--- config.mk ---
export PLATFORM = sky130hd
export DESIGN_NAME = eps_wait
export DESIGN_NICKNAME = d
export VERILOG_FILES = /design/src/sv/eps_pkg.sv /design/src/sv/eps_wait.sv
export SDC_FILE = /design/constraint.sdc
export NUM_CORES = 2
export LEC_CHECK = 0
export ABC_AREA = 1
export CAP_MARGIN = 10
export CORE_AREA = 2 2 535 271
export DETAILED_ROUTE_END_ITERATION = 7
export DIE_AREA = 0 0 537 273
export DONT_BUFFER_PORTS = 1
export PLACE_DENSITY_LB_ADDON = 0.12
export REMOVE_ABC_BUFFERS = 1
export SETUP_SLACK_MARGIN = 0.1
export SKIP_LAST_GASP = 1
export SYNTH_ARGS = -nofsm -noshare
export SYNTH_HDL_FRONTEND = slang
export SYNTH_SLANG_ARGS = --single-unit
export TNS_END_PERCENT = 5
--- constraint.sdc ---
create_clock -name clk -period 17.96 [get_ports clk]
set_input_delay 2.694 -clock clk [delete_from_list [all_inputs] [get_ports clk]]
set_output_delay 2.694 -clock clk [all_outputs]
set_load 0.05 [all_outputs]
--- src/sv/eps_pkg.sv ---
`default_nettype none
package eps_pkg;

  // Configuration register indexes
  localparam logic [2:0] CFG_BIND    = 3'd0;
  localparam logic [2:0] CFG_UNBIND  = 3'd1;
  localparam logic [2:0] CFG_HOP     = 3'd2;
  localparam logic [2:0] CFG_RECOVER = 3'd3;
  localparam logic [2:0] CFG_REBIND  = 3'd4;

  // Event actions
  localparam logic [1:0] ACT_BIND    = 2'd0;
  localparam logic [1:0] ACT_UNBIND  = 2'd1;
  localparam logic [1:0] ACT_STEP    = 2'd2;
  localparam logic [1:0] ACT_RECOVER = 2'd3;

  // Input op codes
  localparam logic OP_INIT  = 1'b0;
  localparam logic OP_EVENT = 1'b1;

  // Value kinds written by a rewrite
  localparam logic [2:0] VK_ZERO      = 3'd0;
  localparam logic [2:0] VK_UNBIND    = 3'd1;
  localparam logic [2:0] VK_REBIND    = 3'd2;
  localparam logic [2:0] VK_RECOVER   = 3'd3;
  localparam logic [2:0] VK_BIND      = 3'd4;
  localparam logic [2:0] VK_HOP_FREE  = 3'd5;
  localparam logic [2:0] VK_HOP_BOUND = 3'd6;

  localparam logic [31:0] LN2_Q32  = 32'hB172_17F8;
  localparam logic [31:0] WAIT_MAX = 32'hFFFF_FFFF;
  localparam logic [47:0] TIME_MAX = 48'hFFFF_FFFF_FFFF;

  // One table rewrite: entry quarter*SITES + site + wr_off gets a value of
  // the given kind; the hop kinds look at entry SITES + site + rd_off first.
  typedef struct packed {
    logic [2:0]        quarter;
    logic signed [2:0] wr_off;
    logic [2:0]        kind;
    logic signed [2:0] rd_off;
  } rw_op_t;

  function automatic rw_op_t mk_op(input logic [2:0] q, input logic signed [2:0] wo,
                                   input logic [2:0] k, input logic signed [2:0] ro);
    rw_op_t o;
    o.quarter = q;
    o.wr_off  = wo;
    o.kind    = k;
    o.rd_off  = ro;
    return o;
  endfunction

  function automatic logic [3:0] act_len(input logic [1:0] a);
    logic [3:0] n;
    case (a)
      ACT_BIND:   n = 4'd5;
      ACT_UNBIND: n = 4'd5;
      ACT_STEP:   n = 4'd9;
      default:    n = 4'd2;
    endcase
    return n;
  endfunction

  function automatic rw_op_t act_op(input logic [1:0] a, input logic [3:0] k);
    rw_op_t o;
    o = mk_op(3'd0, 3'sd0, VK_ZERO, 3'sd0);
    case (a)
      ACT_BIND: begin
        case (k)
          4'd0:    o = mk_op(3'd0,  3'sd0, VK_ZERO,     3'sd0);
          4'd1:    o = mk_op(3'd1,  3'sd0, VK_UNBIND,   3'sd0);
          4'd2:    o = mk_op(3'd2, -3'sd1, VK_ZERO,     3'sd0);
          4'd3:    o = mk_op(3'd2,  3'sd0, VK_HOP_FREE, 3'sd1);
          default: o = mk_op(3'd3,  3'sd0, VK_ZERO,     3'sd0);
        endcase
      end
      ACT_UNBIND: begin
        case (k)
          4'd0:    o = mk_op(3'd0,  3'sd0, VK_REBIND,    3'sd0);
          4'd1:    o = mk_op(3'd1,  3'sd0, VK_ZERO,      3'sd0);
          4'd2:    o = mk_op(3'd2,  3'sd0, VK_ZERO,      3'sd0);
          4'd3:    o = mk_op(3'd2, -3'sd1, VK_HOP_BOUND, -3'sd1);
          default: o = mk_op(3'd3,  3'sd0, VK_RECOVER,   3'sd0);
        endcase
      end
      ACT_STEP: begin
        case (k)
          4'd0:    o = mk_op(3'd0,  3'sd0, VK_REBIND,    3'sd0);
          4'd1:    o = mk_op(3'd0,  3'sd1, VK_ZERO,      3'sd0);
          4'd2:    o = mk_op(3'd1,  3'sd0, VK_ZERO,      3'sd0);
          4'd3:    o = mk_op(3'd1,  3'sd1, VK_UNBIND,    3'sd0);
          4'd4:    o = mk_op(3'd2, -3'sd1, VK_HOP_BOUND, -3'sd1);
          4'd5:    o = mk_op(3'd2,  3'sd0, VK_ZERO,      3'sd0);
          4'd6:    o = mk_op(3'd2,  3'sd1, VK_HOP_FREE,  3'sd2);
          4'd7:    o = mk_op(3'd3,  3'sd0, VK_RECOVER,   3'sd0);
          default: o = mk_op(3'd3,  3'sd1, VK_ZERO,      3'sd0);
        endcase
      end
      default: begin
        case (k)
          4'd0:    o = mk_op(3'd0, 3'sd0, VK_BIND, 3'sd0);
          default: o = mk_op(3'd3, 3'sd0, VK_ZERO, 3'sd0);
        endcase
      end
    endcase
    return o;
  endfunction

  // Boundary overrides, addressed from site zero
  function automatic rw_op_t bound_op(input logic [2:0] k);
    rw_op_t o;
    case (k)
      3'd0:    o = mk_op(3'd0,  3'sd0, VK_ZERO,   3'sd0);
      3'd1:    o = mk_op(3'd1,  3'sd0, VK_ZERO,   3'sd0);
      3'd2:    o = mk_op(3'd2,  3'sd0, VK_ZERO,   3'sd0);
      3'd3:    o = mk_op(3'd3,  3'sd0, VK_ZERO,   3'sd0);
      3'd4:    o = mk_op(3'd1, -3'sd1, VK_ZERO,   3'sd0);
      3'd5:    o = mk_op(3'd2, -3'sd1, VK_UNBIND, 3'sd0);
      3'd6:    o = mk_op(3'd3, -3'sd1, VK_ZERO,   3'sd0);
      default: o = mk_op(3'd4, -3'sd1, VK_ZERO,   3'sd0);
    endcase
    return o;
  endfunction

endpackage
`default_nettype wire

--- src/sv/eps_wait.sv ---
`default_nettype none
module eps_wait
  import eps_pkg::*;
#(
  parameter int SUM_W = 42
) (
  input  wire logic             clk,
  input  wire logic             rst,
  input  wire logic             start,
  input  wire logic [31:0]      draw,
  input  wire logic [SUM_W-1:0] sum,
  output logic                  done,
  output logic      [31:0]      wait_val
);
  localparam int LNW = 38;

  localparam logic [3:0] W_IDLE = 4'd0;
  localparam logic [3:0] W_NORM = 4'd1;
  localparam logic [3:0] W_SQM  = 4'd2;
  localparam logic [3:0] W_SQA  = 4'd3;
  localparam logic [3:0] W_LNH  = 4'd4;
  localparam logic [3:0] W_LNL  = 4'd5;
  localparam logic [3:0] W_LNS  = 4'd6;
  localparam logic [3:0] W_DIV  = 4'd7;
  localparam logic [3:0] W_END  = 4'd8;

  logic [3:0]       state;
  logic [31:0]      x;
  logic [4:0]       e;
  logic [31:0]      f;
  logic [63:0]      sq;
  logic [5:0]       k;
  logic [53:0]      pa;
  logic [47:0]      pb;
  logic [LNW-1:0]   dv;
  logic [SUM_W-1:0] rem;
  logic [SUM_W-1:0] dsr;

  logic [32:0]      t;
  logic [LNW-1:0]   nl;
  logic [SUM_W:0]   r2;
  logic [SUM_W:0]   r2_sub;

  assign t      = sq[63:31];
  assign nl     = {6'd32 - {1'b0, e}, 32'd0} - {6'd0, f};
  assign r2     = {rem, dv[LNW-1]};
  assign r2_sub = r2 - {1'b0, dsr};

  always_ff @(posedge clk) begin
    if (rst) begin
      state <= W_IDLE;
      done  <= 1'b0;
    end else begin
      done <= 1'b0;
      case (state)
        W_IDLE: begin
          if (start) begin
            dsr <= sum;
            if (sum == '0) begin
              wait_val <= WAIT_MAX;
              state    <= W_END;
            end else begin
              x     <= (draw == 32'd0) ? 32'd1 : draw;
              e     <= 5'd31;
              state <= W_NORM;
            end
          end
        end
        W_NORM: begin
          // one bit a cycle until the leading one sits at bit 31
          if (x[31]) begin
            k     <= '0;
            f     <= '0;
            state <= W_SQM;
          end else begin
            x <= {x[30:0], 1'b0};
            e <= e - 5'd1;
          end
        end
        W_SQM: begin
          sq    <= {32'd0, x} * {32'd0, x};
          state <= W_SQA;
        end
        W_SQA: begin
          f <= {f[30:0], t[32]};
          x <= t[32] ? t[32:1] : t[31:0];
          k <= k + 6'd1;
          state <= (k == 6'd31) ? W_LNH : W_SQM;
        end
        W_LNH: begin
          pa    <= 54'(nl[LNW-1:16]) * 54'(LN2_Q32);
          state <= W_LNL;
        end
        W_LNL: begin
          pb    <= 48'(nl[15:0]) * 48'(LN2_Q32);
          state <= W_LNS;
        end
        W_LNS: begin
          dv    <= LNW'((pa + 54'(pb[47:16])) >> 16);
          rem   <= '0;
          k     <= '0;
          state <= W_DIV;
        end
        W_DIV: begin
          // restoring division, one quotient bit a cycle
          if (!r2_sub[SUM_W]) begin
            rem <= r2_sub[SUM_W-1:0];
            dv  <= {dv[LNW-2:0], 1'b1};
          end else begin
            rem <= r2[SUM_W-1:0];
            dv  <= {dv[LNW-2:0], 1'b0};
          end
          k <= k + 6'd1;
          if (k == 6'(LNW - 1)) begin
            state <= W_END;
          end
        end
        W_END: begin
          if (dsr != '0) begin
            wait_val <= (dv[LNW-1:32] != '0) ? WAIT_MAX : dv[31:0];
          end
          done  <= 1'b1;
          state <= W_IDLE;
        end
        default: state <= W_IDLE;
      endcase
    end
  end
endmodule
`default_nettype wire

==> impl_metrics.py <==
metrics = {
    "run_status": {
        "outcome": "finished, final reports clean",
    },
    "floorplanning": {
        "die_area_um2": 146600,
        "num_io_pins": 110,
        "die_x_um": 537,
        "rows": 98,
        "dieHeight_um": 273,
        "start_util_pct": 49.76,
        "core_um2": 142000,
    },
    "sta": {
        "post-route-min-period_ns": 10.46,
        "clock.fmax_mhz": 95.65,
        "hold_violations": 0,
        "finalSetupViolCount": 0,
        "tightest_slew_ns": 1.260,
        "tns_ns": 0,
        "finalMaxSlewViolations": 0,
        "worst_clock_skew_ns": 0.03502,
        "rsz0062_at_grt": "false",
        "post-route-period-util_pct": 58.21,
        "relSlewSlack_pct": 15.24,
    },
    "logic_synthesis": {
        "ys_ff_latch": 347,
        "ys_types": 53,
        "syn_area_per_cell_um2": 8.123,
        "synth_warnings": 0,
        "postSynthCellCount": 8698,
        "netlist_area_um2": 70660,
        "yosysSeqAreaShare_pct": 14.68,
    },
    "clock_network": {
        "insertion_delay_ns": 0.62,
        "cts_tree": "built",
        "ctsLongestPathBuffers": 3,
        "post_cts_resized": 0,
        "ctsHoldBuffers": 0,
        "cts_buffers": 39,
        "root_buffer": "clkbuf_16",
        "post_cts_buffers": 0,
        "ctsHtreeMaxLevel": 2,
        "path_clk_slew_ns": 0.07,
        "clock_sinks": 347,
    },
    "grt": {
        "grt_overflow": 0,
        "grt_max_degree": 52,
        "grt_pass1_vias": 55890,
        "grt_pass1_wl_um": 375800,
        "grt_antenna_before_repair": 5,
        "grt_use_total_pct": 35.27,
    },
    "drt": {
        "ant_nets": 0,
        "via_count": 57380,
        "drc": 0,
        "dr.first_iter.drc_count": 6756,
        "firstDrtPassIters": 7,
        "drt-total-wl_um": 255200,
        "wl_per_cell_um": 24.15,
        "vias_per_cell": 5.430,
    },
    "worst_setup_path": {
        "r2r_start": "f[0]",
        "r2r_slack_ns": 7.50,
        "cpPeakStageDelay_ns": 0.98,
        "reg2reg_depth": 28,
        "cp_data_required_time_ns": 18.28,
        "timing.critical_path.mode_cell": "fa_1",
        "critical_path_class": "reg -> reg",
        "critPathCaptureType": "register",
        "r2r_end": "pa[25]",
        "critPathLaunchType": "register",
        "arrival_ns": 10.78,
        "cp_slowest_cell": "xor2_1",
        "critPathMaxFanout": 13,
    },
    "cells_and_area": {
        "area_growth_pct": 4.910,
        "fin_nets": 10660,
        "layout-drive-gt1-share_pct": 2.123,
        "fillers": 13670,
    },
    "hold_path": {
        "hp-start": "dv[15]",
        "holdPathEnd": "wait_val[15]",
        "hold_path_class": "reg -> reg",
        "whs_path_depth": 2,
    },
    "placed_design": {
        "place_hpwl_um": 218200,
        "gpl.final_weighted_congestion": 1.043,
        "port_buffers": 0,
    },
    "flow_run": {
        "cap_violations": 0,
    },
}
## stage by stage
| step | setup slack, ns | hold WS, ns | utilization [%] | instance area [um^2] | cells |
|---|---|---|---|---|---|
| global placement | 8.099 | 0.5009 | 51.33 | 72880 | 10490 |
| floorplan | 10.36 | 0.4898 | - | 70000 | 8534 |
| global route | 7.390 | 0.5547 | 52.20 | 74120 | 10570 |
| detailed placement | 8.043 | 0.4995 | 51.33 | 72880 | 10490 |
| finish | 7.505 | 0.5124 | 52.20 | 74130 | 10570 |
| CTS | 8.006 | 0.5130 | 52.20 | 74120 | 10570 |
## cells in the mapped netlist (all sizes together)
| cell | count | share of area (%) |
|---|---|---|
| a211oi | 2 | 0.021 |
| a21boi | 8 | 0.085 |
| a21o | 31 | 0.33 |
| a21oi | 332 | 2.4 |
| a221o | 13 | 0.18 |
| a22oi | 1 | 0.011 |
| a31oi | 17 | 0.15 |
| a41oi | 1 | 0.012 |
| and2 | 3 | 0.027 |
| and3 | 4 | 0.035 |
| buf | 21 | 0.17 |
| clkbuf | 143 | 0.76 |
| clkinv | 1 | 0.0053 |
| dfxtp | 5 | 0.14 |
| edfxtp | 342 | 15 |
| fa | 1182 | 33 |
| ha | 761 | 13 |
| inv | 2500 | 13 |
| nand2 | 1788 | 9.5 |
| nand2b | 1 | 0.0089 |
| nand3 | 236 | 1.7 |
| nand3b | 26 | 0.28 |
| nand4 | 46 | 0.41 |
| nor2 | 637 | 3.4 |
| nor3 | 72 | 0.55 |
| nor3b | 4 | 0.043 |
| nor4 | 45 | 0.46 |
| o211ai | 6 | 0.064 |
| o21a | 19 | 0.20 |
| o21ai | 238 | 1.7 |
| o21bai | 31 | 0.33 |
| o22ai | 1 | 0.0089 |
| o311ai | 4 | 0.050 |
| o32ai | 1 | 0.012 |
| or2 | 11 | 0.097 |
| or4 | 1 | 0.011 |
| xnor2 | 48 | 0.59 |
| xor2 | 116 | 1.4 |
## state kept, by name, summed over array words and instances, names as in the netlist
signal    flops
sq           33
state         4
pb           29
dsr          42
pa           51
rem          42
e             5
f            32
x            32
done          1
dv           38
wait_val     32
k             6
## cells by family (layout without fill, tap and decap cells)
logic type | count (synthesis) | count (layout) | synth area share [%]
xor gates and xnor gates | 164 | 164 | 2.033
adders and majority gates | 1943 | 1943 | 46.97
other | 0 | 3 | 0
AOI/OAI and AO/OA | 705 | 705 | 5.513
and+or+nand+nor | 2874 | 2874 | 16.59
buffers and inverters | 2665 | 2632 | 14.22
DFF | 347 | 347 | 14.68
## how the worst max path moves through the flow
stage | start | to | slack (ns) | cells after the start
2_1_floorplan | f[0] | pa[40] | 10.36 | 31
3_3_place_gp | f[0] | pa[39] | 8.10 | 25
3_5_place_dp | f[0] | pa[39] | 8.04 | 25
4_1_cts | f[0] | pa[39] | 8.01 | 25
5_1_grt | f[0] | pa[39] | 7.39 | 25
6_report | f[0] | pa[25] | 7.50 | 28
## cell usage in the layout, fill, tap and decap left out, drive strengths merged, types with 2 or more instances in the layout
cell type	n
inv	2502
nand2	1788
fa	1182
ha	761
nor2	637
edfxtp	342
a21oi	332
o21ai	238
nand3	236
xor2	116
nor3	72
buf	60
xnor2	48
nand4	46
nor4	45
clkbuf	45
o21bai	31
a21o	31
nand3b	26
o21a	19
clkinv	18
a31oi	17
a221o	13
or2	11
a21boi	8
o211ai	6
clkinvlp	5
dfxtp	5
nor3b	4
and3	4
o311ai	4
diode	3
and2	3
a211oi	2
bufinv	2
## critical path, delay by kind of cell, from the launching register on
family	cells	cell delay [ns]
flip-flops	1	0.77
adder cells (fa/ha/maj)	9	4.65
buffers and inverters	6	1.08
AO/OA/AOI/OAI	1	0.06
XOR/XNOR	2	1.47
AND/OR/NAND/NOR	10	2.10
## final cells by class
class / count / area, um^2 / area share [%]
multi-input combinational: 5686 / 50300 / 67.86
sequential: 347 / 10370 / 13.99
inverter: 2501 / 9388 / 12.66
tap: 1900 / 2377 / 3.207
clock buffer: 45 / 998.5 / 1.347
timing repair buffer: 60 / 447.9 / 0.6043
clock inverter: 26 / 236.5 / 0.3190
antenna: 3 / 7.507 / 0.01013
## metal layers
layer	vias to the layer above	track usage, %	wire, um
met1	28050	60.61	130700
met5	-	2.920	643
met3	136	19.10	45850
met4	14	2.661	1711
li1	25890	-	-
met2	3285	36.13	76270
Power is not shown: default switching activity piles up to over one toggle a cycle in this logic, so the estimate is an artifact.
